File: src/hdl/hvd_pkg.sv
// ----------------------------------------------------------------------------
// hvd_pkg
// Widths, fixed-point constants, CORDIC arctangent table and the records that
// travel along the cell chains of the great-circle distance pipeline.
// ----------------------------------------------------------------------------
`timescale 1ns / 1ps

package hvd_pkg;

  localparam int XW         = 32;  // CORDIC rotation x/y, Q30
  localparam int ZW         = 36;  // rotation angle, Q30
  localparam int TW         = 29;  // angle in ten-thousandths of a minute
  localparam int PW         = 62;  // angle times radian scale
  localparam int QW         = 34;  // squared / scaled products, Q30
  localparam int CW         = 33;  // signed cosine, Q30
  localparam int AW         = 31;  // clamped a, Q30 in [0, 1]
  localparam int RW         = 62;  // square root remainder and root
  localparam int VW         = 33;  // vectoring x/y/z, Q30
  localparam int SQRT_STEPS = 31;

  localparam logic [63:0] PI_Q61      = 64'h6487ED5110B4611A;
  localparam logic [63:0] DEG_DIV     = 64'd600000 * 64'd180 * 64'd32;
  localparam logic [63:0] RAD_K       = (PI_Q61 + DEG_DIV / 2) / DEG_DIV;
  localparam logic [63:0] PI_Q30      = (PI_Q61 + (64'd1 << 30)) >> 31;
  localparam logic [63:0] HALF_PI_Q30 = (PI_Q61 + (64'd1 << 31)) >> 32;
  localparam logic [XW-1:0] GAIN_INV  = 32'h26DD3B6A;
  localparam logic [AW-1:0] ONE_Q30   = 31'h40000000;

  localparam logic [15:0] RADIUS_RESET     = 16'd3440;
  localparam logic [0:0]  REG_EARTH_RADIUS = 1'b0;

  localparam logic [31:0] ATAN_Q30 [32] = '{
    32'h3243F6A8, 32'h1DAC6705, 32'h0FADBAFC, 32'h07F56EA6, 32'h03FEAB76,
    32'h01FFD55B, 32'h00FFFAAA, 32'h007FFF55, 32'h003FFFEA, 32'h001FFFFD,
    32'h000FFFFF, 32'h0007FFFF, 32'h0003FFFF, 32'h0001FFFF, 32'h0000FFFF,
    32'h00007FFF, 32'h00003FFF, 32'h00001FFF, 32'h00000FFF, 32'h000007FF,
    32'h000003FF, 32'h000001FF, 32'h000000FF, 32'h0000007F, 32'h0000003F,
    32'h0000001F, 32'h0000000F, 32'h00000008, 32'h00000004, 32'h00000002,
    32'h00000001, 32'h00000000
  };

  typedef struct packed {
    logic signed [XW-1:0] x;
    logic signed [XW-1:0] y;
    logic signed [ZW-1:0] z;
    logic                 flip;
  } rot_t;

  typedef struct packed {
    logic [RW-1:0] rem;
    logic [RW-1:0] root;
  } sqrt_t;

  typedef struct packed {
    logic signed [VW-1:0] x;
    logic signed [VW-1:0] y;
    logic signed [VW-1:0] z;
  } vec_t;

endpackage

File: src/hdl/hvd_vec_cell.sv
// ----------------------------------------------------------------------------
// hvd_vec_cell
// One vectoring-mode CORDIC iteration, registered.
// ----------------------------------------------------------------------------
`timescale 1ns / 1ps

module hvd_vec_cell import hvd_pkg::*; #(
  parameter int IDX = 0
) (
  input  logic clk,
  input  logic adv,
  input  vec_t d,
  output vec_t q
);

  localparam logic signed [VW-1:0] ANG = $signed(VW'(ATAN_Q30[IDX]));

  logic signed [VW-1:0] xs, ys, dx, dy;
  vec_t q_next;

  always_comb begin
    xs = d.x;
    ys = d.y;
    dx = ys >>> IDX;
    dy = xs >>> IDX;
    if (!ys[VW-1] && (ys != '0)) begin
      q_next.x = xs + dx;
      q_next.y = ys - dy;
      q_next.z = d.z + ANG;
    end else begin
      q_next.x = xs - dx;
      q_next.y = ys + dy;
      q_next.z = d.z - ANG;
    end
  end

  always_ff @(posedge clk) begin
    if (adv) begin
      q <= q_next;
    end
  end

endmodule

File: config.mk
export PLATFORM = sky130hd
export DESIGN_NAME = hvd_vec_cell
export DESIGN_NICKNAME = d
export VERILOG_FILES = /design/src/hdl/hvd_pkg.sv /design/src/hdl/hvd_vec_cell.sv
export SDC_FILE = /design/constraint.sdc
export NUM_CORES = 1
export LEC_CHECK = 0
export BUFFER_PORTS_ARGS = -buffer_cell sky130_fd_sc_hd__clkbuf_2
export CAP_MARGIN = 20
export CORE_MARGIN = 2
export CORE_UTILIZATION = 30
export DETAILED_ROUTE_END_ITERATION = 8
export MAX_ROUTING_LAYER = met4
export PLACE_DENSITY = 0.48
export RECOVER_POWER = 50
export SLEW_MARGIN = 20
export SYNTH_ARGS = -nofsm -noshare
export SYNTH_HDL_FRONTEND = slang
export SYNTH_SLANG_ARGS = --single-unit
File: constraint.sdc
create_clock -name clk -period 7.7 [get_ports clk]
set_clock_uncertainty 0.2 [all_clocks]
set_input_delay 0.385 -clock clk [delete_from_list [all_inputs] [get_ports clk]]
set_output_delay 0.385 -clock clk [all_outputs]
set_load 0.05 [all_outputs]
==> flow_metrics.env <==
export IMPL_largest_reg_flops=98
export IMPL_coreArea_um2=33500
export IMPL_wl_mm=33.1
export IMPL_ir_worst_vdd_v=0.000113
export IMPL_h_tree_depth=3
export IMPL_rsz0062_at_grt="false"
export IMPL_violations="capacitance limit, slew limit"
export IMPL_dieHeight_um=188
export IMPL_clk_path_buf_depth=2
export IMPL_hpwl_mm=27.1
export IMPL_wl_per_cell_um=18.6
export IMPL_crit_path_top_delay_cell="clkbuf_1"
export IMPL_clock_fmax_mhz=218
export IMPL_worstPathBufferInverterCount=2
export IMPL_die_w_um=188
export IMPL_setup_worst_path_start_class="input pin"
export IMPL_n_antenna_cell=0
export IMPL_avgSynthCellArea_um2=8.89
export IMPL_grt_use_total_pct=18.9
export IMPL_tns_ns=0
export IMPL_place_congestion=0.961
export IMPL_ys_warn_count=0
export IMPL_io_buffers=199
export IMPL_period_share_pct=59.5
export IMPL_synthFlopType="edfxtp_1"
export IMPL_grt_start_max_net_pins=63
export IMPL_crit_chain="clkbuf_1, clkbuf_1"
export IMPL_critPathMaxStageDelay_ns=2.26
export IMPL_hold_ws_ns=0.131
export IMPL_dieArea_um2=35500
export IMPL_layout_nets=1552
export IMPL_final_max_slew_viol_count=101
export IMPL_num_rows=67
export IMPL_powerDensity_nw_per_um2=193
export IMPL_drive_gt1_share_pct=12.7
export IMPL_first_pass_iters=7
export IMPL_end_kind="register"
export IMPL_cts_buffers=9
export IMPL_vias=9102
export IMPL_grt_pass1_vias=8660
export IMPL_synthCells=1148
export IMPL_crit_top_cell="clkbuf_1"
export IMPL_io_pins=200
export IMPL_grt_pass1_wl_mm=50.4
export IMPL_syn_nets=1377
export IMPL_cts_root_buffer="clkbuf_16"
export IMPL_tightestPinTransition_ns=3.07
export IMPL_critical_path_arrival_ns=4.28
export IMPL_synth_edf_count=98
export IMPL_top_register="q"
export IMPL_status="finished with violations"
export IMPL_synth_top_cell_by_area="edfxtp_1"
export IMPL_ctsResizeCount=0
export IMPL_stdcell_count=1776
export IMPL_synth_seq_cells=98
export IMPL_ys_async_sr_fraction_pct=0
export IMPL_critPathKind="in2reg"
export IMPL_clkTransAtPathRegs_ns=0.07
export IMPL_synth_top_cell_area_share_pct=28.8
export IMPL_clock_sinks=98
export IMPL_leakage_nw=4.97
export IMPL_drv_cap=2
export IMPL_antenna_found_initial=0
export IMPL_critPathTopFamily="buffers and inverters"
export IMPL_relSlewSlack_pct=-105
export IMPL_start_util_pct=30.4
export IMPL_min_period_ns=4.58
export IMPL_ys_seq_area_share_pct=28.8
export IMPL_avgViaCountPerCell=5.13
export IMPL_critPathRequiredTime_ns=7.40
export IMPL_cts_tree="yes"
export IMPL_finalSetupViolCount=0
export IMPL_largestRegisters="q x98"
export IMPL_area_delta_synth_final_pct=14.9
export IMPL_grt_overflow=0
export IMPL_dp_cells=1757
export IMPL_hp_class="in2reg"
export IMPL_syn_area_um2=10200
export IMPL_antenna_left=0
export IMPL_drt_iter0_drc=732
export IMPL_critPathMaxFanout=58
export IMPL_drc=0
export IMPL_synth_distinct_cells=84
export IMPL_synth_area_leaders="edfxtp_1 (29%), ha_1 (15%), a21oi_1 (7.0%), xnor2_1 (6.4%), inv_1 (3.7%)"
export IMPL_final_hold_violation_count=0
report_power, final:
part | internal (mW) | switching [mW]
logic | 0.296 | 0.785
clock network | 0.253 | 0.199
registers | 0.710 | 0.0247
cell families after synthesis:
kind of cell	count (synthesis)	synth area share, %
flip-flops	98	28.8
XOR/XNOR	92	7.90
adder cells (fa/ha/maj)	128	16.0
buffers and inverters	148	6.44
AO/OA/AOI/OAI	388	25.8
AND/OR/NAND/NOR	278	13.4
multiplexers	16	1.57
final timing paths:
path / slack, ns / cells past startpoint / endpoint / from
hold / removal: 0.13 / 2 / q[3] / d[3]
setup / recovery: 3.12 / 2 / q[43] / adv
layer usage:
layer / wire, µm / vias up / GRT usage (%)
li1: - / 4505 / -
met1: 16400 / 4207 / 27.8
met2: 13800 / 356 / 26.9
met3: 2090 / 34 / 2.27
met4: 743 / 0 / 5.71
met5: 0 / - / -
layout by cell type, fill, tap and decap left out, drive strengths merged, types with 31 or more instances in the layout:
cell    Yosys  routed
clkbuf     10     210
a21oi     146     146
ha        124     124
inv       105     107
edfxtp     98      98
nor2       97      97
xnor2      75      75
o21ai      62      62
nand2      54      54
a21o       46      46
o21bai     31      31
what timing repair did:
action,in CTS,in global routing
endpoints found under the hold margin,3,0
setup buffers,0,0
hold buffers,3,0
setup endpoints to repair,0,0
cells in the mapped netlist, types with 5 or more instances:
| cell | number |
|---|---|
| a21oi_1 | 142 |
| ha_1 | 124 |
| inv_1 | 100 |
| edfxtp_1 | 98 |
| nor2_1 | 96 |
| xnor2_1 | 75 |
| o21ai_0 | 55 |
| nand2_1 | 54 |
| a21o_1 | 46 |
| o21bai_1 | 31 |
| nor3_1 | 23 |
| nand4_1 | 17 |
| xor2_1 | 17 |
| a211oi_1 | 16 |
| mux2i_1 | 16 |
| nand3_1 | 16 |
| nor4_1 | 13 |
| buf_4 | 12 |
| o21a_1 | 12 |
| clkbuf_1 | 10 |
| buf_2 | 9 |
| nand2b_1 | 9 |
| nor2b_1 | 9 |
| or2_2 | 9 |
| o211ai_1 | 8 |
| o31ai_1 | 8 |
| a31oi_1 | 7 |
| o21ai_1 | 7 |
| buf_6 | 6 |
| or3_1 | 6 |
| inv_2 | 5 |
layout make-up:
| class | count | area, µm² |
|---|---|---|
| fill | 3586 | 21800 |
| clock buffer | 10 | 229 |
| timing repair buffer | 205 | 917 |
| inverter | 107 | 402 |
| sequential | 98 | 2940 |
| multi-input combinational | 902 | 6610 |
| clock inverter | 6 | 63.8 |
| tap | 448 | 561 |
metrics by stage:
stage                     cell area (µm²)  worst slack [ns]  utilization, %  total power [mW]
after floorplan                     10200              3.64               -              1.55
after global placement              11500              2.87            34.4              1.84
after detailed placement            11500              2.74            34.4              1.84
after CTS                           11900              3.11            35.4              2.31
after global routing                11700              2.41            35.0              2.39
final                               11700              3.12            35.0              2.27
Power figures use the tool's default switching activity.
