`src/hdl/hvd_pkg.sv`:
```
// ----------------------------------------------------------------------------
// hvd_pkg
// Widths, fixed-point constants, CORDIC arctangent table and the records that
// travel along the cell chains of the great-circle distance pipeline.
// ----------------------------------------------------------------------------
`timescale 1ns / 1ps

package hvd_pkg;

  localparam int XW         = 32;  // CORDIC rotation x/y, Q30
  localparam int ZW         = 36;  // rotation angle, Q30
  localparam int TW         = 29;  // angle in ten-thousandths of a minute
  localparam int PW         = 62;  // angle times radian scale
  localparam int QW         = 34;  // squared / scaled products, Q30
  localparam int CW         = 33;  // signed cosine, Q30
  localparam int AW         = 31;  // clamped a, Q30 in [0, 1]
  localparam int RW         = 62;  // square root remainder and root
  localparam int VW         = 33;  // vectoring x/y/z, Q30
  localparam int SQRT_STEPS = 31;

  localparam logic [63:0] PI_Q61      = 64'h6487ED5110B4611A;
  localparam logic [63:0] DEG_DIV     = 64'd600000 * 64'd180 * 64'd32;
  localparam logic [63:0] RAD_K       = (PI_Q61 + DEG_DIV / 2) / DEG_DIV;
  localparam logic [63:0] PI_Q30      = (PI_Q61 + (64'd1 << 30)) >> 31;
  localparam logic [63:0] HALF_PI_Q30 = (PI_Q61 + (64'd1 << 31)) >> 32;
  localparam logic [XW-1:0] GAIN_INV  = 32'h26DD3B6A;
  localparam logic [AW-1:0] ONE_Q30   = 31'h40000000;

  localparam logic [15:0] RADIUS_RESET     = 16'd3440;
  localparam logic [0:0]  REG_EARTH_RADIUS = 1'b0;

  localparam logic [31:0] ATAN_Q30 [32] = '{
    32'h3243F6A8, 32'h1DAC6705, 32'h0FADBAFC, 32'h07F56EA6, 32'h03FEAB76,
    32'h01FFD55B, 32'h00FFFAAA, 32'h007FFF55, 32'h003FFFEA, 32'h001FFFFD,
    32'h000FFFFF, 32'h0007FFFF, 32'h0003FFFF, 32'h0001FFFF, 32'h0000FFFF,
    32'h00007FFF, 32'h00003FFF, 32'h00001FFF, 32'h00000FFF, 32'h000007FF,
    32'h000003FF, 32'h000001FF, 32'h000000FF, 32'h0000007F, 32'h0000003F,
    32'h0000001F, 32'h0000000F, 32'h00000008, 32'h00000004, 32'h00000002,
    32'h00000001, 32'h00000000
  };

  typedef struct packed {
    logic signed [XW-1:0] x;
    logic signed [XW-1:0] y;
    logic signed [ZW-1:0] z;
    logic                 flip;
  } rot_t;

  typedef struct packed {
    logic [RW-1:0] rem;
    logic [RW-1:0] root;
  } sqrt_t;

  typedef struct packed {
    logic signed [VW-1:0] x;
    logic signed [VW-1:0] y;
    logic signed [VW-1:0] z;
  } vec_t;

endpackage

```
`src/hdl/hvd_sqrt_cell.sv`:
```
// ----------------------------------------------------------------------------
// hvd_sqrt_cell
// One digit step of the restoring integer square root, registered.
// ----------------------------------------------------------------------------
`timescale 1ns / 1ps

module hvd_sqrt_cell import hvd_pkg::*; #(
  parameter int STEP = 0
) (
  input  logic  clk,
  input  logic  adv,
  input  sqrt_t d,
  output sqrt_t q
);

  localparam logic [RW-1:0] BIT = RW'(1) << (2 * (SQRT_STEPS - 1 - STEP));

  logic [RW-1:0] trial;
  sqrt_t q_next;

  always_comb begin
    trial = d.root + BIT;
    if (d.rem >= trial) begin
      q_next.rem  = d.rem - trial;
      q_next.root = (d.root >> 1) + BIT;
    end else begin
      q_next.rem  = d.rem;
      q_next.root = d.root >> 1;
    end
  end

  always_ff @(posedge clk) begin
    if (adv) begin
      q <= q_next;
    end
  end

endmodule

```
`config.mk`:
```
export PLATFORM = sky130hd
export DESIGN_NAME = hvd_sqrt_cell
export DESIGN_NICKNAME = d
export VERILOG_FILES = /design/src/hdl/hvd_pkg.sv /design/src/hdl/hvd_sqrt_cell.sv
export SDC_FILE = /design/constraint.sdc
export NUM_CORES = 1
export LEC_CHECK = 0
export BUFFER_PORTS_ARGS = -buffer_cell sky130_fd_sc_hd__buf_2
export CAP_MARGIN = 15
export CORE_ASPECT_RATIO = 1.5
export CORE_MARGIN = 2
export CORE_UTILIZATION = 54
export CTS_CLUSTER_DIAMETER = 40
export CTS_CLUSTER_SIZE = 24
export DETAILED_ROUTE_END_ITERATION = 10
export GPL_TIMING_DRIVEN = 0
export PLACE_DENSITY = 0.84
export SLEW_MARGIN = 25
export SYNTH_ARGS = -nofsm -noshare
export SYNTH_HDL_FRONTEND = slang
export SYNTH_SLANG_ARGS = --single-unit
```
`constraint.sdc`:
```
create_clock -name clk -period 5 [get_ports clk]
set_input_delay 1 -clock clk [delete_from_list [all_inputs] [get_ports clk]]
set_output_delay 1 -clock clk [all_outputs]
set_load 0.05 [all_outputs]
```
==> impl_metrics.env, run 1 <==
export IMPL_gp_congestion=0.942
export IMPL_grt_max_degree=64
export IMPL_ys_flop_type="edfxtp_1"
export IMPL_grt_util_met2_pct=49.7
export IMPL_drive_above_1_share_pct=35.4
export IMPL_max_slew_margin_pct=40.5
export IMPL_synth_mux_area_share_pct=10.1
export IMPL_nNetsFinal=1280
export IMPL_timing_final_crit_share_pct=91.7
export IMPL_path_buf_inv=3
export IMPL_slowest_stage="a211oi_4"
export IMPL_ir_worst_vdd_mv=0.224
export IMPL_wl_per_cell_um=17.9
export IMPL_arrival_ns=4.75
export IMPL_grt_pass1_vias=7718
export IMPL_crit_path_start_kind="primary input"
export IMPL_yosysTopAreaCellShare_pct=41.9
export IMPL_areaGrowthSynthToFinish_pct=23.6
export IMPL_num_vias=7554
export IMPL_drt_wl_total_um=23400
export IMPL_drtIter0Drc=351
export IMPL_design_core_area_mm2=0.0161
export IMPL_cp_max_fo=10
export IMPL_power_mw=3.98
export IMPL_dpl_cell_area_mm2=0.0104
export IMPL_cts_buffers=17
export IMPL_maxSlewViolCount=0
export IMPL_synth_most_common_cell="edfxtp_1"
export IMPL_synth_fp_nets=1011
export IMPL_top_register="q"
export IMPL_dieArea_mm2=0.0175
export IMPL_finalSetupViolCount=0
export IMPL_synth_top_family_by_area="compound AO/OA/AOI/OAI gates"
export IMPL_hold_buffers=0
export IMPL_postCtsSetupBuffers=0
export IMPL_grt_pass1_wl_um=36300
export IMPL_synth_top_cell_by_area="edfxtp_1"
export IMPL_endpoint_kind="register"
export IMPL_busiest_layer="met2"
export IMPL_synthTopCellsByArea="edfxtp_1 42%, mux2_4 9.3%, ha_1 8.7%"
export IMPL_drtPass1Iterations=5
export IMPL_grt_use_met3_pct=5.17
export IMPL_fin_ws_ns=0.417
export IMPL_use_met1_pct=27.2
export IMPL_avgSynthCellArea_um2=10.8
export IMPL_syn_area_mm2=0.00888
export IMPL_viasPerCell=5.78
export IMPL_io_buffers=249
export IMPL_rows=57
export IMPL_num_io_pins=250
export IMPL_ys_warn_count=0
export IMPL_die_height_um=161
export IMPL_slowest_delay_ns=0.78
export IMPL_die_x_um=109
export IMPL_crit_type="primary input to register"
export IMPL_hpwl_um=18100
export IMPL_n_antenna_cell=0
export IMPL_grtUsageTotal_pct=26.6
export IMPL_fin_tns_setup_ns=0
export IMPL_synth_cell_types=68
export IMPL_cts_resized=0
export IMPL_reg_top3="q x124"
export IMPL_hold_viol_final=0
export IMPL_finalCriticalPeriod_ns=4.58
export IMPL_drc_errors=0
export IMPL_fmax_mhz=218
export IMPL_largest_reg_flops=124
export IMPL_min_path_type="primary input to register"
export IMPL_cp_required_ns=5.17
export IMPL_cts_max_level=4
export IMPL_worst_slew_pin_slew_ns=0.889
export IMPL_worstPathCellList="buf_2, inv_1, ha_1, fa_1, nor2b_4, o21bai_1, a21oi_1, o31a_2, o2111ai_2, a21oi_2, a31oi_4, o21ai_2, a211oi_4, buf_6, mux2_4"
export IMPL_cts_clk_slew_worst_paths_ns=0.06
export IMPL_grt_antenna_before_repair=1
export IMPL_ant_nets=0
export IMPL_syn_inst=822
export IMPL_power_density_mw_per_mm2=362
export IMPL_status="finished clean"
export IMPL_final_area_mm2=0.0110
export IMPL_synth_compound_area_share_pct=16.7
export IMPL_cts_tree="built"
export IMPL_cts_root_buffer="clkbuf_16"
export IMPL_cts_sinks=124
export IMPL_synth_edff_count=124
export IMPL_ys_seq_elements=124
export IMPL_final_fill_count=1210
export IMPL_p_leak_nw=5.11
export IMPL_pre_cts_ws_ns=0.0153
export IMPL_synth_common_cells="124 x edfxtp_1, 82 x a21oi_1, 74 x inv_1"
export IMPL_rsz0062_at_grt="false"
export IMPL_critical_path_top_delay_family="compound AO/OA/AOI/OAI gates"
export IMPL_yosys_area_share_simple_pct=9.34
export IMPL_synth_xor_xnor_area_share_pct=6.02
export IMPL_async_flop_share_pct=0
export IMPL_clockBufferDepth=2
export IMPL_synthAdderAreaFrac_pct=8.96
export IMPL_initial_utilization_pct=55.1
export IMPL_drv_cap=0
export IMPL_ys_seq_area_share_pct=41.9
export IMPL_globalRouteOverflowTotal=0
==> cell usage in the layout (no fill, tap or decap), types with 13 or more instances in the layout <==
cell / synthesis / final
buf_2: 1 / 249
edfxtp_1: 124 / 124
a21oi_1: 82 / 82
inv_1: 74 / 74
nand2_1: 63 / 63
ha_1: 62 / 62
mux2_4: 55 / 55
o21ai_0: 43 / 43
xnor2_1: 39 / 39
nor2_1: 34 / 34
a21o_1: 26 / 26
xor2_1: 22 / 22
nand4_1: 20 / 20
clkbuf_16: 0 / 17
buf_6: 12 / 13
==> logic make-up after synthesis <==
logic type | count (synthesis)
flip-flops | 124
buffers and inverters | 110
AND/OR/NAND/NOR | 172
XOR/XNOR | 61
adder cells (fa/ha/maj) | 63
AO/OA/AOI/OAI | 230
multiplexers | 62
==> routing by layer <==
| layer | vias up | routed length, µm | part of all wire (%) |
|---|---|---|---|
| met4 | 2 | 1140 | 4.9 |
| li1 | 3559 | - | - |
| met3 | 92 | 1500 | 6.4 |
| met2 | 349 | 12400 | 53 |
| met1 | 3552 | 8260 | 35 |
| met5 | - | 13 | 0.056 |
==> report_power, final <==
part	leakage [nW]	switching (mW)	internal (mW)
sequential	1.21	0.0292	1.30
combinational	3.62	0.935	0.512
clock	0.278	0.478	0.722
==> through the flow <==
stage / util, % / hold WS (ns) / std cells
floorplan: - / 1.10 / 822
global placement: 64.4 / 1.19 / 1277
detailed placement: 64.6 / 1.19 / 1278
CTS: 68.1 / 0.760 / 1308
global route: 68.1 / 0.764 / 1308
finish: 68.1 / 0.765 / 1308
==> final cells by class <==
cell class              count  area, µm²  share of cell area (%)
plain buffers              36        332                    3.02
clock buffers              17        425                    3.88
clock inverters            13        129                    1.17
inverters                  74        278                    2.53
multi-input cells         588       4550                    41.4
flip-flops and latches    124       3720                    33.9
well taps                 206        258                    2.35
repair buffers            250       1280                    11.7
==> final timing paths <==
kind	from	endpoint	slack [ns]	cells after the start
worst max-delay path	d[62]	q[122]	0.42	15
worst min-delay path	d[46]	q[45]	0.77	1
No activity file was read; power rests on OpenSTA's default activity.
==> run 2, diff against run 1 <==
Settings changed: BUFFER_PORTS_ARGS -buffer_cell sky130_fd_sc_hd__buf_2 to -buffer_cell sky130_fd_sc_hd__buf_4, CAP_MARGIN 15 to 20.
==> impl_metrics.env, run 2 (synthesized netlist as in run 1, its figures left out) <==
export IMPL_max_slew_margin_pct=43.8
export IMPL_power_density_mw_per_mm2=358
export IMPL_final_area_mm2=0.0116
export IMPL_worstPathCellList="buf_4, inv_1, ha_1, fa_1, nor2b_4, o21bai_1, a21oi_1, o31a_2, o2111ai_2, a21oi_2, a31oi_4, o21ai_2, a211oi_4, buf_6, mux2_4"
export IMPL_p_leak_nw=5.33
export IMPL_nNetsFinal=1280
export IMPL_status="finished clean"
export IMPL_layout_common_cells="257 x buf_4, 124 x edfxtp_1, 82 x a21oi_1"
export IMPL_ant_nets=0
export IMPL_cts_tree="built"
export IMPL_cts_clk_slew_worst_paths_ns=0.06
export IMPL_worst_slew_pin_slew_ns=0.837
export IMPL_slowest_stage="a211oi_4"
export IMPL_dieArea_mm2=0.0175
export IMPL_top_register="q"
export IMPL_die_x_um=109
export IMPL_viasPerCell=5.78
export IMPL_rows=57
export IMPL_finalSetupViolCount=0
export IMPL_ir_worst_vdd_mv=0.205
export IMPL_grt_antenna_before_repair=0
export IMPL_drc_errors=0
export IMPL_globalRouteOverflowTotal=0
export IMPL_dpl_cell_area_mm2=0.0110
export IMPL_n_antenna_cell=0
export IMPL_cts_root_buffer="clkbuf_16"
export IMPL_cts_sinks=124
export IMPL_largest_reg_flops=124
export IMPL_cp_required_ns=5.17
export IMPL_drt_wl_total_um=23900
export IMPL_maxSlewViolCount=0
export IMPL_grt_pass1_vias=7590
export IMPL_cts_buffers=17
export IMPL_slowest_delay_ns=0.65
export IMPL_hold_path_startpoint="d[31]"
export IMPL_finalCriticalPeriod_ns=4.44
export IMPL_timing_final_crit_share_pct=88.8
export IMPL_crit_path_start_kind="primary input"
export IMPL_endpoint_kind="register"
export IMPL_clockBufferDepth=2
export IMPL_regArea_mm2=0.00372
export IMPL_min_path_type="primary input to register"
export IMPL_drv_cap=0
export IMPL_drive_above_1_share_pct=35.2
export IMPL_grt_pass1_wl_um=36800
export IMPL_reg_top3="q x124"
export IMPL_crit_type="primary input to register"
export IMPL_areaGrowthSynthToFinish_pct=31.1
export IMPL_rsz0062_at_grt="false"
export IMPL_num_vias=7572
export IMPL_cp_max_fo=10
export IMPL_multi_input_area_mm2=0.00455
export IMPL_gp_congestion=0.913
export IMPL_hold_path_endpoint="q[30]"
export IMPL_final_fill_count=1183
export IMPL_grtUsageTotal_pct=27.2
export IMPL_fmax_mhz=225
export IMPL_cts_resized=0
export IMPL_num_io_pins=250
export IMPL_fin_tns_setup_ns=0
export IMPL_io_buffers=249
export IMPL_hold_viol_final=0
export IMPL_postCtsSetupBuffers=0
export IMPL_die_height_um=161
export IMPL_initial_utilization_pct=55.1
export IMPL_mostFrequentLayoutCell="buf_4"
export IMPL_design_core_area_mm2=0.0161
export IMPL_cts_max_level=4
export IMPL_power_mw=4.16
export IMPL_drtIter0Drc=423
export IMPL_min_path_cells=1
export IMPL_drtPass1Iterations=7
export IMPL_hold_buffers=0
export IMPL_wl_per_cell_um=18.3
export IMPL_hpwl_um=18500
export IMPL_arrival_ns=4.61
export IMPL_grt_max_degree=66
==> run 2: cell type report <==
| class | count | share of cell area [%] |
|---|---|---|
| clock inverter | 14 | 1.46 |
| inverter | 74 | 2.39 |
| tap | 206 | 2.22 |
| buffer | 36 | 2.85 |
| clock buffer | 18 | 3.69 |
| multi-input combinational | 588 | 39.1 |
| timing repair buffer | 250 | 16.3 |
| sequential | 124 | 32.0 |
==> run 2: stage by stage <==
stage                     utilization [%]  setup WS (ns)  std cells  hold slack, ns
final                                72.2          0.562       1310           0.756
after global routing                 72.2          0.238       1310           0.747
after CTS                            72.2          0.568       1310           0.752
after detailed placement             68.5          0.128       1278            1.19
after global placement               68.3          0.137       1277            1.19
after floorplan                         -          0.937        822            1.10
==> run 2: critical path, delay by kind of cell <==
family | cells | cell delay [ns]
simple gates | 1 | 0.06
compound gates | 8 | 2.32
fa+ha+maj | 2 | 0.46
buf+inv | 3 | 0.45
mux | 1 | 0.32
==> run 2: metal layers <==
| metal | GRT usage, % | vias to the layer above | part of all wire [%] |
|---|---|---|---|
| met5 | 0 | - | 0 |
| met4 | 14.0 | 0 | 4.8 |
| met3 | 5.81 | 92 | 7.1 |
| met2 | 51.4 | 375 | 54 |
| met1 | 27.1 | 3553 | 34 |
| li1 | - | 3552 | - |
==> run 2: worst max-delay path by stage <==
| stage | startpoint | end | depth (start not counted) |
|---|---|---|---|
| finish | d[62] | q[122] | 15 |
| global route | d[31] | q[122] | 15 |
| CTS | d[62] | q[122] | 15 |
| detailed placement | d[62] | q[122] | 15 |
| global placement | d[62] | q[122] | 15 |
| floorplan | d[2] | q[101] | 13 |
==> run 2: power by group <==
| group | leakage, nW | total (mW) | switching [mW] | internal [mW] |
|---|---|---|---|---|
| combinational | 3.84 | 1.55 | 0.938 | 0.607 |
| clock | 0.274 | 1.28 | 0.499 | 0.784 |
| sequential | 1.21 | 1.33 | 0.0344 | 1.30 |
| total | 5.33 | 4.16 | 1.47 | 2.69 |
