`config.mk`:
```
export PLATFORM = sky130hd
export DESIGN_NAME = hvd_rot_cell
export DESIGN_NICKNAME = d
export VERILOG_FILES = /design/src/hdl/hvd_pkg.sv /design/src/hdl/hvd_rot_cell.sv
export SDC_FILE = /design/constraint.sdc
export NUM_CORES = 1
export LEC_CHECK = 0
export BUFFER_PORTS_ARGS = -buffer_cell sky130_fd_sc_hd__buf_2
export CAP_MARGIN = 0
export CORE_UTILIZATION = 45
export CTS_BUF_LIST = sky130_fd_sc_hd__clkbuf_8
export CTS_CLUSTER_SIZE = 40
export DETAILED_ROUTE_END_ITERATION = 7
export PLACE_DENSITY = 0.78
export SLEW_MARGIN = 0
export SYNTH_ARGS = -nofsm -noshare
export SYNTH_HDL_FRONTEND = slang
export SYNTH_SLANG_ARGS = --single-unit
```
`constraint.sdc`:
```
create_clock -name clk -period 5.85 [get_ports clk]
set_input_delay 1.17 -clock clk [delete_from_list [all_inputs] [get_ports clk]]
set_output_delay 1.17 -clock clk [all_outputs]
set_load 0.1 [all_outputs]
```
`src/hdl/hvd_pkg.sv`:
```
// ----------------------------------------------------------------------------
// hvd_pkg
// Widths, fixed-point constants, CORDIC arctangent table and the records that
// travel along the cell chains of the great-circle distance pipeline.
// ----------------------------------------------------------------------------
`timescale 1ns / 1ps

package hvd_pkg;

  localparam int XW         = 32;  // CORDIC rotation x/y, Q30
  localparam int ZW         = 36;  // rotation angle, Q30
  localparam int TW         = 29;  // angle in ten-thousandths of a minute
  localparam int PW         = 62;  // angle times radian scale
  localparam int QW         = 34;  // squared / scaled products, Q30
  localparam int CW         = 33;  // signed cosine, Q30
  localparam int AW         = 31;  // clamped a, Q30 in [0, 1]
  localparam int RW         = 62;  // square root remainder and root
  localparam int VW         = 33;  // vectoring x/y/z, Q30
  localparam int SQRT_STEPS = 31;

  localparam logic [63:0] PI_Q61      = 64'h6487ED5110B4611A;
  localparam logic [63:0] DEG_DIV     = 64'd600000 * 64'd180 * 64'd32;
  localparam logic [63:0] RAD_K       = (PI_Q61 + DEG_DIV / 2) / DEG_DIV;
  localparam logic [63:0] PI_Q30      = (PI_Q61 + (64'd1 << 30)) >> 31;
  localparam logic [63:0] HALF_PI_Q30 = (PI_Q61 + (64'd1 << 31)) >> 32;
  localparam logic [XW-1:0] GAIN_INV  = 32'h26DD3B6A;
  localparam logic [AW-1:0] ONE_Q30   = 31'h40000000;

  localparam logic [15:0] RADIUS_RESET     = 16'd3440;
  localparam logic [0:0]  REG_EARTH_RADIUS = 1'b0;

  localparam logic [31:0] ATAN_Q30 [32] = '{
    32'h3243F6A8, 32'h1DAC6705, 32'h0FADBAFC, 32'h07F56EA6, 32'h03FEAB76,
    32'h01FFD55B, 32'h00FFFAAA, 32'h007FFF55, 32'h003FFFEA, 32'h001FFFFD,
    32'h000FFFFF, 32'h0007FFFF, 32'h0003FFFF, 32'h0001FFFF, 32'h0000FFFF,
    32'h00007FFF, 32'h00003FFF, 32'h00001FFF, 32'h00000FFF, 32'h000007FF,
    32'h000003FF, 32'h000001FF, 32'h000000FF, 32'h0000007F, 32'h0000003F,
    32'h0000001F, 32'h0000000F, 32'h00000008, 32'h00000004, 32'h00000002,
    32'h00000001, 32'h00000000
  };

  typedef struct packed {
    logic signed [XW-1:0] x;
    logic signed [XW-1:0] y;
    logic signed [ZW-1:0] z;
    logic                 flip;
  } rot_t;

  typedef struct packed {
    logic [RW-1:0] rem;
    logic [RW-1:0] root;
  } sqrt_t;

  typedef struct packed {
    logic signed [VW-1:0] x;
    logic signed [VW-1:0] y;
    logic signed [VW-1:0] z;
  } vec_t;

endpackage

```
`src/hdl/hvd_rot_cell.sv`:
```
// ----------------------------------------------------------------------------
// hvd_rot_cell
// One rotation-mode CORDIC iteration, registered.
// ----------------------------------------------------------------------------
`timescale 1ns / 1ps

module hvd_rot_cell import hvd_pkg::*; #(
  parameter int IDX = 0
) (
  input  logic clk,
  input  logic adv,
  input  rot_t d,
  output rot_t q
);

  localparam logic signed [ZW-1:0] ANG = $signed(ZW'(ATAN_Q30[IDX]));

  logic signed [XW-1:0] xs, ys, dx, dy;
  rot_t q_next;

  always_comb begin
    xs = d.x;
    ys = d.y;
    dx = ys >>> IDX;
    dy = xs >>> IDX;
    q_next.flip = d.flip;
    if (!d.z[ZW-1]) begin
      q_next.x = xs - dx;
      q_next.y = ys + dy;
      q_next.z = d.z - ANG;
    end else begin
      q_next.x = xs + dx;
      q_next.y = ys - dy;
      q_next.z = d.z + ANG;
    end
  end

  always_ff @(posedge clk) begin
    if (adv) begin
      q <= q_next;
    end
  end

endmodule

```
==> impl_metrics.ini, run 1 <==
[final_layout]
syn_to_final_growth_pct = 14.4
final_nets = 1573
largest_register = q
diodes = 0
biggestRegsByFlops = q (100)
largest_reg_flops = 100
drive_gt1_frac = 0.179

[min_path]
hp-class = in2reg

[pwr]
power_frac_clock = 0.162
p_sw_frac = 0.513
power.density_mw_per_mm2 = 293
power_w = 0.00337
power_frac_seq = 0.292
p_leak_nw = 5.15
ir_worst_vdd_uv = 180
p_int_w = 0.00164
power_frac_comb = 0.546
p_sw_w = 0.00173

[cts]
post_cts_buffers = 0
cts_buffers = 9
cts_hold_buf = 0
cts_tree = built
clock_path_buffers = 2
path_clk_slew_ns = 0.11
cts.sinks = 100
ctsResizeCount = 0
cts_max_level = 3
root_buffer = clkbuf_8

[placed_design]
place_ws_ns = 1.43
dp.final_hpwl_mm = 23.4
io_buffers = 203
routabilityCongestion = 1.07

[grt]
grt_max_degree = 86
grt_antenna_before_repair = 0
grt_pass1_vias = 8776
grt_pass1_wl_mm = 44.7
grt_overflow = 0
grt_use_total = 0.250

[timing]
setup_viol = 0
relSlewSlack = 0.418
fin_ws_ns = 1.74
rsz0062_at_grt = false
final.setup.tns_ns = 0
fmax_ghz = 0.243
layout_min_cycle_time_ns = 4.11
drv_slew = 0
hold_viol_final = 0
fin_crit_sh = 0.703
tightest_slew_ns = 0.863

[synth]
syn_inst = 1169
synthFlopType = edfxtp_1
avgSynthCellArea_um2 = 8.60
yosysWarnings = 0
synth-seq-cells = 100
yosysSeqAreaShare = 0.299
synthTopCellsByArea = edfxtp_1 30%, ha_1 16%, a21oi_1 7.1%, xnor2_1 6.3%, inv_1 3.8%
async_reset_ff_frac = 0
synth_commonest_cells = 142 x a21oi_1, 125 x ha_1, 103 x inv_1
synth_top_area_frac = 0.299
synthesis.area_mm2 = 0.0101
synth-edff-count = 100
post-synth-top-count-cell = a21oi_1
synth_area_leader_cell = edfxtp_1
synth_nets = 1401
synth_cell_types = 72

[detailed_routing]
m1WireLength_mm = 12.9
met2WireLength_mm = 13.0
wl_met3_mm = 2.55
wire_per_inst_um = 18.0
dr.max_layer_used = met4
routed_wl_mm = 29.3
drt.antenna.violating_nets = 0
num_vias = 9549
drtIter0Drc = 1136
route.detailed.drc = 0
via_per_inst = 5.88
drt_pass1_iterations = 6

[critical_path]
crit_fanout = 11
crit_type = in2reg
cp-start-kind = input pin
critPathRequiredTime_ns = 5.98
cp-end-kind = flop
arrival_ns = 4.23

[status]
status = finished, final reports clean

[die]
die_y_um = 152
initial_core_util = 0.459
io_pins = 204
fp-row-count = 54
dieArea_mm2 = 0.0230
core-area_mm2 = 0.0219
die_w_um = 152

[job]
cap_viol_max_count = 0
critical path, cell delays in order:
cell	delay, ns
buf_2	0.11
inv_1	0.05
ha_1	0.45
nor2b_1	0.28
a2111oi_2	0.09
a2111oi_2	0.80
o21ai_1	0.31
o31ai_1	0.38
a21oi_1	0.13
o21bai_1	0.17
a21oi_1	0.10
xor2_1	0.19
cells in the final DEF, fill, tap and decap left out, types with 13 or more instances in the layout:
cell type,netlist,layout
a211oi_1,14,14
a21o_1,31,31
a21oi_1,142,142
buf_2,12,201
edfxtp_1,100,100
ha_1,125,125
inv_1,103,103
nand2_1,63,63
nand2b_1,15,15
nand3_1,20,20
nand4_1,15,15
nor2_1,97,97
nor2b_1,14,14
nor3_1,17,17
o211ai_1,15,15
o21a_1,13,13
o21ai_0,77,77
o21bai_1,20,20
xnor2_1,72,72
xor2_1,16,16
through the flow:
| stage | hold slack [ns] | instances | instance area [µm²] | utilization |
|---|---|---|---|---|
| 2_1_floorplan | 1.27 | 1169 | 10100 | - |
| 3_3_place_gp | 1.35 | 1610 | 11300 | 0.515 |
| 3_5_place_dp | 1.35 | 1610 | 11300 | 0.515 |
| 4_1_cts | 0.925 | 1625 | 11500 | 0.526 |
| 5_1_grt | 0.935 | 1625 | 11500 | 0.526 |
| 6_report | 0.938 | 1625 | 11500 | 0.526 |
metal layers:
| metal | vias to the layer above | GRT usage |
|---|---|---|
| li1 | 4585 | - |
| met1 | 4407 | 0.352 |
| met2 | 495 | 0.393 |
| met3 | 62 | 0.0278 |
| met4 | 0 | 0.0955 |
| met5 | - | 0 |
final timing paths:
check	startpoint	endpoint	slack, ns	cells past startpoint
max	d[41]	q[86]$_DFFE_PP_	1.74	12
min	d[3]	q[3]$_DFFE_PP_	0.94	1
layout make-up:
cell class	count	area (µm²)
fillers	2102	10400
well taps	280	350
clock inverters	6	111
inverters	107	402
repair buffers	208	1060
flip-flops and latches	100	3000
clock buffers	9	124
multi-input cells	915	6460
logic make-up after synthesis:
group,synth area share
AOI/OAI and AO/OA,0.258
DFF,0.299
and+or+nand+nor,0.134
muxes,0.00995
adders and majority gates,0.163
buffers and inverters,0.0593
xor gates and xnor gates,0.0766
power groups by stage:
stage	sequential (W)	combinational (W)	clock, W
final	0.000985	0.00184	0.000545
after global routing	0.000996	0.00194	0.000573
after CTS	0.000988	0.00182	0.000551
after detailed placement	0.00100	0.00182	0
after global placement	0.00100	0.00181	0
after floorplan	0.00184	0.000622	0
Power figures use the tool's default switching activity.
==> inputs of run 2 (changes only) <==
==> constraint.sdc (replaced) <==
create_clock -name clk -period 3.88 [get_ports clk]
set_input_delay 0.776 -clock clk [delete_from_list [all_inputs] [get_ports clk]]
set_output_delay 0.776 -clock clk [all_outputs]
set_load 0.1 [all_outputs]
==> run 2 against run 1 <==
Effect of this change:
- first-iteration DRC count decreased by 11%
- final cell count increased by 3.1%
- setup slack got worse by 1.3 ns
- via count grew 3.4%
- sequential share of layout area is 0.80 points lower
- sequential cell count unchanged
- highest routed layer unchanged
- count of clock-buffer cells in the layout stayed put
==> impl_metrics.ini, run 2 (synthesized netlist as in run 1, its figures left out) <==
[critical_path]
arrival_ns = 3.60
crit_fanout = 5
cp-end-kind = flop
cp-start-kind = input pin
critPathRequiredTime_ns = 4.01
crit_type = in2reg

[pwr]
p_sw_frac = 0.517
power_frac_clock = 0.149
power_frac_seq = 0.289
p_int_w = 0.00247
power_frac_comb = 0.563
ir_worst_vdd_uv = 233
power.density_mw_per_mm2 = 430
p_leak_nw = 5.40
p_sw_w = 0.00264

[cts]
ctsResizeCount = 0
cts_buffers = 9
post_cts_buffers = 0
root_buffer = clkbuf_8
cts_tree = built
cts_max_level = 3
path_clk_slew_ns = 0.11
cts_hold_buf = 0
clock_path_buffers = 2
cts.sinks = 100

[grt]
grt_use_total = 0.267
grt_antenna_before_repair = 1
grt_overflow = 0
grt_max_degree = 73
grt_pass1_vias = 9124
grt_pass1_wl_mm = 47.6

[timing]
fin_crit_sh = 0.892
fin_ws_ns = 0.418
hold_viol_final = 0
rsz0062_at_grt = false
fmax_ghz = 0.289
setup_viol = 0
relSlewSlack = 0.547
final.setup.tns_ns = 0
tightest_slew_ns = 0.679
layout_min_cycle_time_ns = 3.46
drv_slew = 0

[placed_design]
dp.final_hpwl_mm = 25.1
routabilityCongestion = 0.960
place_ws_ns = 0.0676
io_buffers = 203

[job]
cap_viol_max_count = 0

[detailed_routing]
routed_wl_mm = 30.9
wire_per_inst_um = 18.4
drtIter0Drc = 1012
drt_pass1_iterations = 6
num_vias = 9876
via_per_inst = 5.89
route.detailed.drc = 0
drt.antenna.violating_nets = 0

[die]
fp-row-count = 54
die_y_um = 152
die_w_um = 152
initial_core_util = 0.459
io_pins = 204
core-area_mm2 = 0.0219
dieArea_mm2 = 0.0230

[final_layout]
final_common_cell = buf_2
biggestRegsByFlops = q (100)
mostFrequentLayoutCells = 201 x buf_2, 142 x a21oi_1, 125 x ha_1, 105 x inv_1, 100 x edfxtp_1
final_nets = 1622
syn_to_final_growth_pct = 18.0
drive_gt1_frac = 0.207
largest_register = q
largest_reg_flops = 100

[status]
status = finished, final reports clean

[min_path]
hp-class = in2reg
-- run 2: metrics by stage --
step	std cells	total power, W	hold WS [ns]	util	instance area [µm²]
floorplan	1169	0.00371	0.875	-	10100
global placement	1659	0.00432	0.952	0.532	11700
detailed placement	1659	0.00434	0.954	0.532	11700
CTS	1675	0.00510	0.541	0.542	11900
global route	1676	0.00532	0.540	0.542	11900
finish	1676	0.00511	0.559	0.542	11900
-- run 2: final timing paths --
check | start | to | slack, ns | depth (start not counted)
max | d[41] | q[68]$_DFFE_PP_ | 0.42 | 15
min | d[1] | q[1]$_DFFE_PP_ | 0.56 | 1
-- run 2: critical path, stage by stage --
cell and delay (ns):
buf_2 0.10, inv_1 0.05, ha_1 0.37, buf_4 0.18, a21oi_1 0.22, nand2_1 0.09, a21oi_1 0.38, o311ai_0 0.20
buf_4 0.18, a21oi_1 0.14, buf_4 0.17, a2bb2oi_1 0.32, o21a_1 0.18, a211oi_1 0.06, xor2_1 0.18
-- run 2: routing by layer --
layer  global-route usage  routed length [µm]  up-vias
li1                     -                   -     4673
met5                    0                   0        -
met3               0.0302                2790       48
met4               0.0827                 660        0
met1                0.389               13900     4635
met2                0.411               13500      520
-- run 2: cell type report --
type                            count  area (µm²)
Antenna cell                        1        2.50
Clock buffer                        9         124
Clock inverter                      7        90.1
Fill cell                        2071       10000
Inverter                          107         402
Multi-Input combinational cell    915        6460
Sequential cell                   100        3000
Tap cell                          280         350
Timing Repair Buffer              257        1440
-- run 2: power by group through the flow --
| stage | Combinational (W) | Clock [W] | Sequential [W] |
|---|---|---|---|
| 2_1_floorplan | 0.000939 | 0 | 0.00277 |
| 6_report | 0.00287 | 0.000759 | 0.00147 |
| 4_1_cts | 0.00285 | 0.000774 | 0.00148 |
| 3_5_place_dp | 0.00284 | 0 | 0.00150 |
| 3_3_place_gp | 0.00283 | 0 | 0.00150 |
| 5_1_grt | 0.00302 | 0.000806 | 0.00150 |
==> inputs of run 3 (changes only) <==
--- a/config.mk
+++ b/config.mk
@@ -7,11 +7,13 @@
 export LEC_CHECK = 0
 export BUFFER_PORTS_ARGS = -buffer_cell sky130_fd_sc_hd__buf_2
 export CAP_MARGIN = 0
+export CELL_PAD_IN_SITES_DETAIL_PLACEMENT = 1
+export CELL_PAD_IN_SITES_GLOBAL_PLACEMENT = 1
 export CORE_UTILIZATION = 45
 export CTS_BUF_LIST = sky130_fd_sc_hd__clkbuf_8
 export CTS_CLUSTER_SIZE = 40
 export DETAILED_ROUTE_END_ITERATION = 7
-export PLACE_DENSITY = 0.78
+export PLACE_DENSITY = 0.95
 export SLEW_MARGIN = 0
 export SYNTH_ARGS = -nofsm -noshare
 export SYNTH_HDL_FRONTEND = slang
==> constraint.sdc (replaced) <==
create_clock -name clk -period 4.4 [get_ports clk]
set_input_delay 0.88 -clock clk [delete_from_list [all_inputs] [get_ports clk]]
set_output_delay 0.88 -clock clk [all_outputs]
set_load 0.1 [all_outputs]
==> run 3 against run 2 <==
Effect of this change:
- die area stayed put
- combinational power decreased by 11%
- global-route usage up 4.5 points
- clock power decreased by 19%
- largest power group unchanged
==> impl_metrics.ini, run 3 (synthesized netlist as in run 1, its figures left out) <==
[status]
status = finished, final reports clean

[critical_path]
crit_type = in2reg
cp_cell_sequence = buf_2, ha_1, fa_1, nor2b_1, o211ai_1, a311o_1, a21oi_1, o21ai_1, a221oi_2, a2111oi_1, o31ai_1, xnor2_1
cp-start-kind = input pin
slowest_stage = a2111oi_1
crit_fanout = 4
cp-end-kind = flop
arrival_ns = 3.89
max_stage_delay_ns = 0.60
cp-startpoint = d[37]
critPathRequiredTime_ns = 4.56

[grt]
grt_overflow = 0
met1_usage = 0.410
grtUsageMet2 = 0.526
grt_max_degree = 86
gr-usage-met3 = 0.0446
grt_pass1_vias = 10299
gr-max-usage-layer = met2
grt_use_total = 0.312
grt_antenna_before_repair = 0
grt_pass1_wl_mm = 55.0

[timing]
fin_crit_sh = 0.846
relSlewSlack = 0.230
final.setup.tns_ns = 0
timing.hold.ws_ns = 0.633
hold_viol_final = 0
drv_slew = 0
tightest_slew_ns = 1.16
setup_viol = 0
rsz0062_at_grt = false
fmax_ghz = 0.269
layout_min_cycle_time_ns = 3.72

[min_path]
hold_start = d[3]
holdPathEnd = q[3]$_DFFE_PP_
hp-class = in2reg
hold_depth = 1

[final_layout]
drive_gt1_frac = 0.197
mostFrequentLayoutCells = 201 x buf_2, 142 x a21oi_1, 125 x ha_1, 103 x inv_1, 100 x edfxtp_1
final_util = 0.533
final_nets = 1601
largest_register = q
biggestRegsByFlops = q (100)
largest_reg_flops = 100
final_area_mm2 = 0.0117
final_common_cell = buf_2
fillers = 2707
syn_to_final_growth_pct = 16.0
diodes = 0

[die]
initial_core_util = 0.459
core-area_mm2 = 0.0219
fp-row-count = 54
die_w_um = 152
io_pins = 204
die_y_um = 152
dieArea_mm2 = 0.0230

[cts]
path_clk_slew_ns = 0.12
root_buffer = clkbuf_8
clock_path_buffers = 2
ctsResizeCount = 0
cts_hold_buf = 0
cts.sinks = 100
cts_buffers = 9
cts_max_level = 3
post_cts_buffers = 0
cts_tree = built

[detailed_routing]
drtIter0Drc = 760
drt_pass1_iterations = 6
num_vias = 10080
route.detailed.drc = 0
via_per_inst = 6.09
drt.antenna.violating_nets = 0
wire_per_inst_um = 21.7
routed_wl_mm = 35.9

[pwr]
p_leak_nw = 5.26
ir_worst_vdd_uv = 180
power.density_mw_per_mm2 = 384
power_w = 0.00448

[placed_design]
dp.final_hpwl_mm = 29.2
routabilityCongestion = 0.969
place_area_mm2 = 0.0115
io_buffers = 203

[job]
cap_viol_max_count = 0
-- run 3: worst max-delay path by stage --
stage                      endpoint  slack [ns]
CTS                 q[86]$_DFFE_PP_        0.73
finish              q[67]$_DFFE_PP_        0.68
global route        q[86]$_DFFE_PP_        0.55
detailed placement  q[86]$_DFFE_PP_        0.32
global placement    q[86]$_DFFE_PP_        0.37
floorplan           q[26]$_DFFE_PP_        0.19
-- run 3: final cells by class --
class	count	area (µm²)	area share
multi-input cells	915	6460	0.554
flip-flops and latches	100	3000	0.257
clock inverters	7	60.1	0.00515
clock buffers	9	124	0.0106
repair buffers	236	1270	0.109
inverters	107	402	0.0344
well taps	280	350	0.0300
-- run 3: metal layers --
metal | up-vias | share of wire
li1 | 4632 | -
met1 | 4897 | 0.43
met2 | 481 | 0.47
met3 | 70 | 0.073
met4 | 0 | 0.025
met5 | - | 0
-- run 3: stage by stage --
| stage | instances | setup slack (ns) |
|---|---|---|
| after floorplan | 1169 | 0.185 |
| after global placement | 1638 | 0.366 |
| after detailed placement | 1638 | 0.318 |
| after CTS | 1654 | 0.734 |
| after global routing | 1654 | 0.546 |
| final | 1654 | 0.678 |
-- run 3: power by group --
part           switching, W  leakage (nW)  internal [W]  total [W]
logic               0.00198          4.20      0.000574    0.00255
registers         0.0000524         0.979       0.00126    0.00131
clock network      0.000401        0.0892      0.000215   0.000616
total               0.00243          5.26       0.00205    0.00448
-- run 3: critical path, delay by kind of cell --
kind                       cells  cell delay (ns)
AOI/OAI and AO/OA              7             1.92
xor gates and xnor gates       1             0.16
buffers and inverters          1             0.13
adders and majority gates      2             0.63
and+or+nand+nor                1             0.17
